`src/rtl/core/jet_pkg.sv`:
```
`default_nettype none
// ----------------------------------------------------------------------------
// jet_pkg
// Shared types and constants for the Julia escape-time block.
// ----------------------------------------------------------------------------
package jet_pkg;

    localparam int DATA_W     = 32;
    localparam int PROD_W     = 64;
    localparam int COUNT_W    = 9;
    localparam int CFG_IDX_W  = 2;
    localparam int FRAC_BITS  = 28;
    localparam int MAX_ITER_DEF = 256;

    // 4.0 in unsigned Q8.56
    localparam logic [PROD_W-1:0] ESCAPE_LIMIT = 64'h0400_0000_0000_0000;

    localparam logic [CFG_IDX_W-1:0] CFG_C_REAL = 2'd0;
    localparam logic [CFG_IDX_W-1:0] CFG_C_IMAG = 2'd1;

    typedef struct packed {
        logic signed [DATA_W-1:0] start_real;
        logic signed [DATA_W-1:0] start_imag;
    } t_in;

    typedef struct packed {
        logic [COUNT_W-1:0] iteration_count;
        logic               inside_set;
    } t_out;

    typedef struct packed {
        logic busy;
        logic done;
    } t_eng_status;

endpackage : jet_pkg
`default_nettype wire

```
`src/rtl/core/jet_mul.sv`:
```
`default_nettype none
// ----------------------------------------------------------------------------
// jet_mul
// Shared signed 32x32 multiplier with a registered 64-bit product.
// ----------------------------------------------------------------------------
module jet_mul
    import jet_pkg::*;
(
    input  wire logic                     i_clk,
    input  wire logic signed [DATA_W-1:0] i_a,
    input  wire logic signed [DATA_W-1:0] i_b,
    output logic signed [PROD_W-1:0]      o_prod
);

    logic signed [PROD_W-1:0] r_prod;

    always_ff @(posedge i_clk) begin
        r_prod <= PROD_W'(i_a) * PROD_W'(i_b);
    end

    assign o_prod = r_prod;

endmodule : jet_mul
`default_nettype wire

```
`src/rtl/core/jet_engine.sv`:
```
`default_nettype none
// ----------------------------------------------------------------------------
// jet_engine
// Sequencer and datapath for z = z*z + c over one shared multiplier.
// ----------------------------------------------------------------------------
module jet_engine
    import jet_pkg::*;
#(
    parameter int MAX_ITERATIONS = MAX_ITER_DEF
) (
    input  wire logic                     i_clk,
    input  wire logic                     i_rst_n,
    input  wire logic                     i_start,
    input  wire t_in                      i_point,
    input  wire logic signed [DATA_W-1:0] i_c_real,
    input  wire logic signed [DATA_W-1:0] i_c_imag,
    input  wire logic                     i_take,
    output t_eng_status                   o_status,
    output t_out                          o_result
);

    localparam int CNT_W = $clog2(MAX_ITERATIONS + 1);
    localparam int EXT_W = 40;
    localparam logic [CNT_W-1:0] CNT_MAX = CNT_W'(MAX_ITERATIONS);

    typedef enum logic [2:0] {
        S_IDLE,
        S_MRR,
        S_MII,
        S_MRI,
        S_CHK,
        S_UPD,
        S_DONE
    } t_state;

    t_state                   r_state;
    logic signed [DATA_W-1:0] r_re;
    logic signed [DATA_W-1:0] r_im;
    logic signed [PROD_W-1:0] r_sq_re;
    logic signed [PROD_W-1:0] r_sq_im;
    logic signed [PROD_W-1:0] r_cross;
    logic signed [PROD_W-1:0] r_diff;
    logic [CNT_W-1:0]         r_count;

    logic signed [DATA_W-1:0] w_mul_a;
    logic signed [DATA_W-1:0] w_mul_b;
    logic signed [PROD_W-1:0] w_prod;
    logic [PROD_W-1:0]        w_mag;
    logic                     w_escape;
    logic signed [EXT_W-1:0]  w_nre;
    logic signed [EXT_W-1:0]  w_nim;
    logic [CNT_W+COUNT_W-1:0] w_cnt_ext;

    function automatic logic signed [DATA_W-1:0] sat32(input logic signed [EXT_W-1:0] v);
        logic signed [EXT_W-1:0] hi;
        logic signed [EXT_W-1:0] lo;
        hi = EXT_W'({1'b0, {(DATA_W-1){1'b1}}});
        lo = -hi - EXT_W'(1);
        if (v > hi) begin
            return {1'b0, {(DATA_W-1){1'b1}}};
        end else if (v < lo) begin
            return {1'b1, {(DATA_W-1){1'b0}}};
        end
        return v[DATA_W-1:0];
    endfunction

    jet_mul u_mul (
        .i_clk  (i_clk),
        .i_a    (w_mul_a),
        .i_b    (w_mul_b),
        .o_prod (w_prod)
    );

    always_comb begin
        w_mul_a = r_re;
        w_mul_b = r_re;
        unique case (r_state)
            S_MII: begin
                w_mul_a = r_im;
                w_mul_b = r_im;
            end
            S_MRI: begin
                w_mul_a = r_re;
                w_mul_b = r_im;
            end
            default: begin
                w_mul_a = r_re;
                w_mul_b = r_re;
            end
        endcase
    end

    assign w_mag    = PROD_W'(unsigned'(r_sq_re)) + PROD_W'(unsigned'(r_sq_im));
    assign w_escape = (r_count != '0) && (w_mag > ESCAPE_LIMIT);
    assign w_nre    = EXT_W'(r_diff >>> FRAC_BITS) + EXT_W'(i_c_real);
    assign w_nim    = EXT_W'(r_cross >>> (FRAC_BITS - 1)) + EXT_W'(i_c_imag);

    always_ff @(posedge i_clk) begin
        if (!i_rst_n) begin
            r_state <= S_IDLE;
            r_count <= '0;
        end else begin
            unique case (r_state)
                S_IDLE: begin
                    if (i_start) begin
                        r_re    <= i_point.start_real;
                        r_im    <= i_point.start_imag;
                        r_count <= '0;
                        r_state <= S_MRR;
                    end
                end
                S_MRR: begin
                    r_state <= S_MII;
                end
                S_MII: begin
                    r_sq_re <= w_prod;
                    r_state <= S_MRI;
                end
                S_MRI: begin
                    r_sq_im <= w_prod;
                    r_state <= S_CHK;
                end
                S_CHK: begin
                    r_cross <= w_prod;
                    r_diff  <= r_sq_re - r_sq_im;
                    if (w_escape || r_count == CNT_MAX) begin
                        r_state <= S_DONE;
                    end else begin
                        r_state <= S_UPD;
                    end
                end
                S_UPD: begin
                    r_re    <= sat32(w_nre);
                    r_im    <= sat32(w_nim);
                    r_count <= r_count + CNT_W'(1);
                    r_state <= S_MRR;
                end
                S_DONE: begin
                    if (i_take) begin
                        r_state <= S_IDLE;
                    end
                end
                default: begin
                    r_state <= S_IDLE;
                end
            endcase
        end
    end

    assign w_cnt_ext = (CNT_W + COUNT_W)'(r_count);

    assign o_status.busy            = (r_state != S_IDLE);
    assign o_status.done            = (r_state == S_DONE);
    assign o_result.iteration_count = w_cnt_ext[COUNT_W-1:0];
    assign o_result.inside_set      = (r_count == CNT_MAX);

endmodule : jet_engine
`default_nettype wire

```
`src/rtl/core/julia_escape_time_top.sv`:
```
`default_nettype none
// ----------------------------------------------------------------------------
// julia_escape_time_top
// Julia set escape-time iteration for one pixel per transaction.
// ----------------------------------------------------------------------------
//  channel  | ports                                  | payload
//  ---------+----------------------------------------+-------------------------
//  input    | i_in_valid, o_in_stall, i_in_data      | t_in  (start point)
//  output   | o_out_valid, i_out_stall, o_out_data   | t_out (count, inside)
//  config   | i_cfg_we, i_cfg_idx, i_cfg_data        | c_real, c_imag
//
//  An iteration steps through S_MRR, S_MII, S_MRI, S_CHK, S_UPD on the shared
//  32x32 multiplier (three products, a test, an update; the last stops at the
//  test). The result is registered; the next point is accepted once idle.
//  Reset is synchronous, active low; c resets to zero.
//  The input stalls while a point is in flight; a finished result waits in
//  the engine while the output register is held by a stalled transaction.
// ----------------------------------------------------------------------------
module julia_escape_time_top
    import jet_pkg::*;
#(
    parameter int MAX_ITERATIONS = MAX_ITER_DEF
) (
    input  wire logic                 i_clk,
    input  wire logic                 i_rst_n,
    input  wire logic                 i_in_valid,
    output logic                      o_in_stall,
    input  wire t_in                  i_in_data,
    output logic                      o_out_valid,
    input  wire logic                 i_out_stall,
    output t_out                      o_out_data,
    input  wire logic                 i_cfg_we,
    input  wire logic [CFG_IDX_W-1:0] i_cfg_idx,
    input  wire logic [DATA_W-1:0]    i_cfg_data
);

    logic signed [DATA_W-1:0] r_c_real;
    logic signed [DATA_W-1:0] r_c_imag;
    logic                     r_out_valid;
    t_out                     r_out_data;

    t_eng_status w_status;
    t_out        w_result;
    logic        w_start;
    logic        w_take;

    always_ff @(posedge i_clk) begin
        if (!i_rst_n) begin
            r_c_real <= '0;
            r_c_imag <= '0;
        end else if (i_cfg_we) begin
            unique case (i_cfg_idx)
                CFG_C_REAL: r_c_real <= i_cfg_data;
                CFG_C_IMAG: r_c_imag <= i_cfg_data;
                default: ;
            endcase
        end
    end

    assign o_in_stall = w_status.busy;
    assign w_start    = i_in_valid && !w_status.busy;
    assign w_take     = w_status.done && (!r_out_valid || !i_out_stall);

    jet_engine #(
        .MAX_ITERATIONS (MAX_ITERATIONS)
    ) u_engine (
        .i_clk    (i_clk),
        .i_rst_n  (i_rst_n),
        .i_start  (w_start),
        .i_point  (i_in_data),
        .i_c_real (r_c_real),
        .i_c_imag (r_c_imag),
        .i_take   (w_take),
        .o_status (w_status),
        .o_result (w_result)
    );

    always_ff @(posedge i_clk) begin
        if (!i_rst_n) begin
            r_out_valid <= 1'b0;
        end else if (w_take) begin
            r_out_valid <= 1'b1;
            r_out_data  <= w_result;
        end else if (!i_out_stall) begin
            r_out_valid <= 1'b0;
        end
    end

    assign o_out_valid = r_out_valid;
    assign o_out_data  = r_out_data;

    a_busy_after_accept: assert property (@(posedge i_clk) disable iff (!i_rst_n)
        (i_in_valid && !o_in_stall) |=> o_in_stall)
        else $error("input not stalled after accepting a point");

    a_inside_count: assert property (@(posedge i_clk) disable iff (!i_rst_n)
        (o_out_valid && o_out_data.inside_set) |->
            (o_out_data.iteration_count == COUNT_W'(MAX_ITERATIONS)))
        else $error("inside flag set with a count below the limit");

    a_load_from_engine: assert property (@(posedge i_clk) disable iff (!i_rst_n)
        $rose(o_out_valid) |-> $past(w_status.done))
        else $error("output loaded without a finished point");

endmodule : julia_escape_time_top
`default_nettype wire
```
`config.mk`:
```
export PLATFORM = sky130hd
export DESIGN_NAME = julia_escape_time_top
export DESIGN_NICKNAME = d
export VERILOG_FILES = /design/src/rtl/core/jet_pkg.sv /design/src/rtl/core/jet_mul.sv /design/src/rtl/core/jet_engine.sv /design/src/rtl/core/julia_escape_time_top.sv
export SDC_FILE = /design/constraint.sdc
export NUM_CORES = 2
export LEC_CHECK = 0
export BUFFER_PORTS_ARGS = -buffer_cell sky130_fd_sc_hd__buf_2
export CORE_ASPECT_RATIO = 0.6
export CORE_MARGIN = 8
export CORE_UTILIZATION = 35
export CTS_CLUSTER_SIZE = 28
export DETAILED_ROUTE_END_ITERATION = 12
export PLACE_DENSITY = 0.58
export SLEW_MARGIN = 25
export SYNTH_ARGS = -nofsm -noshare
export SYNTH_HDL_FRONTEND = slang
export SYNTH_SLANG_ARGS = --single-unit
```
`constraint.sdc`:
```
create_clock -name i_clk -period 8.82 [get_ports i_clk]
set_input_delay 0.441 -clock i_clk [delete_from_list [all_inputs] [get_ports i_clk]]
set_output_delay 0.441 -clock i_clk [all_outputs]
set_load 0.1 [all_outputs]
```
Word level (Yosys, flattened, before mapping)
Index checks and enable logic that the tools add are counted.
Cells by class
  add/sub/neg operators: 5
  multiply operators: 1
  order comparisons: 5
  equal/unequal tests: 11
  mux-type cells: 28
  reduce and logical (&&, ||, !) cells: 23
Operator list (number)
  $mux 32: 10
  $pmux 32 s2: 2
  $gt 40x32->1 const B: 2
  $lt 40x32->1 const B: 2
  $add 64x64->64: 1
  $gt 64x59->1 const B: 1
  $mul 32x32->64: 1
  $sub 64x64->64: 1
  $add 37x32->38: 1
  $add 36x32->37: 1
  $pmux 3 s7: 1
  $pmux 9 s2: 1
  $reduce_and 2->1: 8
  $mux 1: 10
  $add 9x1->9 const B: 1
  $eq 3x3->1 const B: 3
  $eq 9x9->1 const B: 1
  $mux 9: 1
  $reduce_bool 9->1: 1
  $eq 3x2->1 const B: 2
  $mux 3: 2
  $ne 2x1->1 const B: 3
  $eq 3x1->1 const B: 1
  $logic_and 1x1->1: 3
  other kinds (10): 13
Word-level totals
  register bits after elaboration: 471
  input port bits: 103
  output and inout port bits: 12
  logic and storage cells: 87

Longest topological paths before layout
  depth after elaboration: 8
  mapped depth: 38
  depth with buffers taken out: 34

By module
A second synthesis with hierarchy kept.
Unflattened totals
  cells, all modules: 6412
  area total of the unflattened synthesis: 61560.3 µm²
Modules (own cells, without submodules)
  jet_mul: times used 1, cells each 3928, area an instance 37469.7 µm², seq. area each 1281.2 µm²
  jet_engine: times used 1, cells each 2223, area an instance 21262.9 µm², seq. area each 8197.9 µm²
  julia_escape_time_top: times used 1, cells each 261, area an instance 2827.7 µm², seq. area each 1601.5 µm²

Worst setup path after synthesis
No wires, ideal clock.
  kind: register -> register
  start point: register u_engine.r_state[1]
  end point: register u_engine.u_mul.r_prod[61], in the netlist u_engine.u_mul.o_prod[61]
  library setup time: 0.072 ns
  arrival: 9.696 ns
  data required time: 8.748 ns
  setup slack: -0.948 ns
  stages on the path, launching flop included: 36
  buffers on the path: 4
  period minus slack after synthesis: 9.768 ns
  cells stage by stage: dfxtp_1 > clkbuf_1 > inv_1 > nor3_1 > clkbuf_1 > buf_1 > mux2i_1 > clkbuf_1 > nor2_1 > fa_1 > fa_1 > fa_1 > inv_1 > fa_1 > inv_1 > fa_1 > inv_1 > fa_1 > inv_1 > fa_1 > fa_1 > ha_1 > a211oi_1 > o21ai_0 > a211oi_1 > nor2_1 > a211oi_1 > a21oi_1 > o21ai_0 > o31ai_1 > a31oi_1 > o21ai_1 > a21o_1 > a21o_1 > a221oi_1 > xnor2_1
On the way
  word-level cells in the longest chain between the ends: 4
  elaborated cells between the ends (all ways): 6
  classes of those cells: mul (1); eq/ne (2); mux (2); reduce/logical (1)
RTL lines
  start, declared: line jet_engine.sv:36  | t_state r_state;
  start signal, assigned: line jet_engine.sv:100  | r_state <= S_IDLE;
  start signal, assigned: line jet_engine.sv:109  | r_state <= S_MRR;
  start signal, assigned: line jet_engine.sv:113  | r_state <= S_MII;
  $eq 3x2->1: line jet_engine.sv:77  | unique case (r_state)
  $reduce_or 2->1 (no source line)
  $mux 32: line jet_engine.sv:77
  $mul 32x32->64 (*): line jet_mul.sv:18  | r_prod <= PROD_W'(i_a) * PROD_W'(i_b);
  end signal, assigned: line jet_mul.sv:18
  end, declared: line jet_mul.sv:15  | logic signed [PROD_W-1:0] r_prod;
Mark *: on every way between the ends. The rest lies on a longest branch, timed or not.
A chain may end at the register's enable or synchronous reset.

Final worst setup path
  start point: register u_engine.r_state[2]
  end point: register u_engine.u_mul.r_prod[57], in the netlist u_engine.u_mul.o_prod[57]
Same word-level chain as after synthesis.

==> flow_summary.json <==
{
  "clock_skew_ns": 0.0232,
  "drt_iter0_drc": 6549,
  "start_util_pct": 35.2,
  "criticalPathCategory": "flip-flop to flip-flop",
  "yosysWarnings": 0,
  "pin_count": 115,
  "synth_cells": 6569,
  "syn_area_sq_um": 60800,
  "drc_errors": 0,
  "grt_usage_pct": 27.0,
  "setup_violations": 8,
  "grt_max_degree": 69,
  "area_delta_synth_final_pct": 18.3,
  "tritoncts.num_buffers": 38,
  "ys.flop_type": "edfxtp_1",
  "cp.arrival_ns": 9.43,
  "holdPathStages": 3,
  "wl_per_cell_um": 27.5,
  "grt_antenna_before_repair": 9,
  "fin_tns_setup_ns": -0.582,
  "ys_types": 100,
  "htree_levels": 2,
  "maxCapViolCount": 0,
  "final_nets": 8693,
  "cp-end-kind": "flip-flop",
  "vias": 51900,
  "synth.most_common_cell": "inv_1",
  "maxSlewViolCount": 0,
  "start_kind": "flip-flop",
  "cts.sinks": 416,
  "finalCritPeriodShare_pct": 101,
  "dpl_worst_slack_ns": -1.01,
  "grt_pass1_wl_mm": 370,
  "fp.coreArea_sq_um": 172000,
  "synth_commonest_cells": "inv_1 (1102), fa_1 (1085), nand2_1 (836)",
  "hold_buffers": 0,
  "cts_tree": "built",
  "die_y_um": 339,
  "hpwlAfterDp_mm": 221,
  "post-synth-top-area-cell": "fa_1",
  "die_area_sq_um": 188000,
  "fmax_mhz": 112,
  "synth_top_area_share_pct": 35.7,
  "vias_per_cell": 5.49,
  "finalCriticalPeriod_ns": 8.94,
  "worstMarginPinSlew_ns": 1.18,
  "syn_area_per_cell_sq_um": 9.25,
  "crit_top_cell": "fa_1",
  "required_ns": 9.30,
  "port_buffers": 114,
  "async_flop_share_pct": 0,
  "root_buffer": "clkbuf_16",
  "routed_wl_mm": 260,
  "critPathSlowestCell": "fa_1",
  "outcome": "finished, violations left",
  "critPathMaxFanout": 6,
  "worst_slack_ns": -0.122,
  "critPathMaxStageDelay_ns": 0.59,
  "worst_hold_slack_ns": 0.102,
  "clk_pin_slew_ns": 0.08,
  "hold_viol_final": 0,
  "cp_top_family": "adder cells",
  "violations": "negative setup slack",
  "place_congestion": 1.04,
  "synth_edf_count": 275,
  "reg2reg_depth": 34,
  "drive_above_1_share_pct": 16.3,
  "firstDrtPassIters": 8,
  "ant_nets": 0,
  "rsz0062_at_grt": "true",
  "row_count": 118,
  "hold_class": "primary input to flip-flop",
  "grt_pass1_vias": 50600,
  "cp.depth": 34,
  "max-slew-margin-rel_pct": 20.4,
  "die_x_um": 554,
  "synthesis.nets": 8142,
  "yosysSeqAreaShare_pct": 18.2,
  "clk_path_buf_depth": 3,
  "ys_seq_elements": 416,
  "synth_area_leaders": "fa_1 (36%), edfxtp_1 (14%), ha_1 (7.9%), inv_1 (6.8%), nand2_1 (5.2%)",
  "insertion_delay_ns": 0.60,
  "grt_overflow": 0,
  "path_buf_inv": 9
}
==> registers in the layout (all words and copies together) (netlist names), 9 cells and up <==
| signal | cells |
|---|---|
| o_out_data | 10 |
| r_c_imag | 32 |
| r_c_real | 32 |
| u_engine.r_count | 9 |
| u_engine.r_cross | 37 |
| u_engine.r_diff | 36 |
| u_engine.r_im | 32 |
| u_engine.r_re | 32 |
| u_engine.r_sq_im | 64 |
| u_engine.r_sq_re | 64 |
| u_engine.u_mul.o_prod | 64 |
==> cells by family (layout without fill, tap and decap cells) <==
logic type      count (synthesis)  in the layout  synth area share (%)
mux                           135            136                  2.36
xor+xnor                      176            176                  2.54
other cells                     0             11                     0
simple gates                 2017           2017                  14.2
fa+ha+maj                    1470           1470                  43.7
compound gates                971            971                  10.4
flops                         416            416                  18.2
buf+inv                      1384           1964                  8.63
==> per-stage QoR <==
step | cells | cell area (sq um) | utilization, %
2_1_floorplan | 6569 | 60900 | -
3_3_place_gp | 9289 | 68300 | 39.6
3_5_place_dp | 9289 | 68300 | 39.6
4_1_cts | 9410 | 71000 | 41.2
5_1_grt | 9431 | 71900 | 41.7
6_report | 9441 | 71900 | 41.7
==> area by class of cell <==
| cell class | instances | area, sq um |
|---|---|---|
| Sequential cell | 416 | 11100 |
| Fill cell | 17000 | 101000 |
| Multi-Input combinational cell | 4770 | 45800 |
| Tap cell | 2280 | 2850 |
| Antenna cell | 11 | 27.5 |
| Clock inverter | 21 | 239 |
| Inverter | 1124 | 4220 |
| Timing Repair Buffer | 770 | 6610 |
| Clock buffer | 49 | 1100 |
==> what timing repair did <==
action / CTS / global route
gates cloned: 4 / 0
pin swaps: 62 / 80
endpoints found under the setup margin: 25 / 24
resized for setup: 190 / 162
buffers inserted: 49 / 25
==> per-layer routing <==
metal,part of all wire (%),vias to the layer above,track usage [%]
li1,-,22100,-
met5,0,-,0
met4,1.9,0,4.26
met1,48,26600,43.6
met2,36,2942,33.4
met3,14,245,10.0
==> tightest hold or removal path, stage by stage <==
cell and delay, ns:
buf_2 0.10, nand2_1 0.04, a21boi_0 0.06
==> worst paths after layout <==
path	slack, ns	start	endpoint
worst min register to register	0.42	u_engine.u_mul.o_prod[3]	u_engine.r_sq_re[3]
worst max-delay path	-0.12	u_engine.r_state[2]	u_engine.u_mul.o_prod[57]
worst min-delay path	0.10	i_cfg_data[13]	r_c_imag[13]
worst max register to register	-0.12	u_engine.r_state[2]	u_engine.u_mul.o_prod[57]
==> placed cells by master, fill, tap and decap left out, drive strengths merged, types with 25 or more instances in the layout <==
cell | Yosys | layout
dfxtp | 141 | 141
clkbuf | 212 | 49
o21a | 25 | 25
nand4 | 37 | 37
nor4 | 51 | 51
o21ai | 147 | 147
nand3 | 67 | 67
and2 | 34 | 34
a31oi | 34 | 34
a21oi | 320 | 320
mux2i | 68 | 68
o21bai | 52 | 52
nor2b | 50 | 50
a211oi | 32 | 32
inv | 1121 | 1123
fa | 1085 | 1085
mux2 | 67 | 68
edfxtp | 275 | 275
nor3 | 48 | 48
ha | 385 | 385
xor2 | 40 | 40
o31ai | 33 | 33
nand2b | 26 | 26
a21boi | 73 | 73
a21o | 95 | 95
xnor2 | 136 | 136
buf | 48 | 770
nor2 | 767 | 767
nand2 | 838 | 838
Power is left out: the tool's default activity adds up to more than one toggle a clock period on the data nets, which glitch-free logic cannot reach.
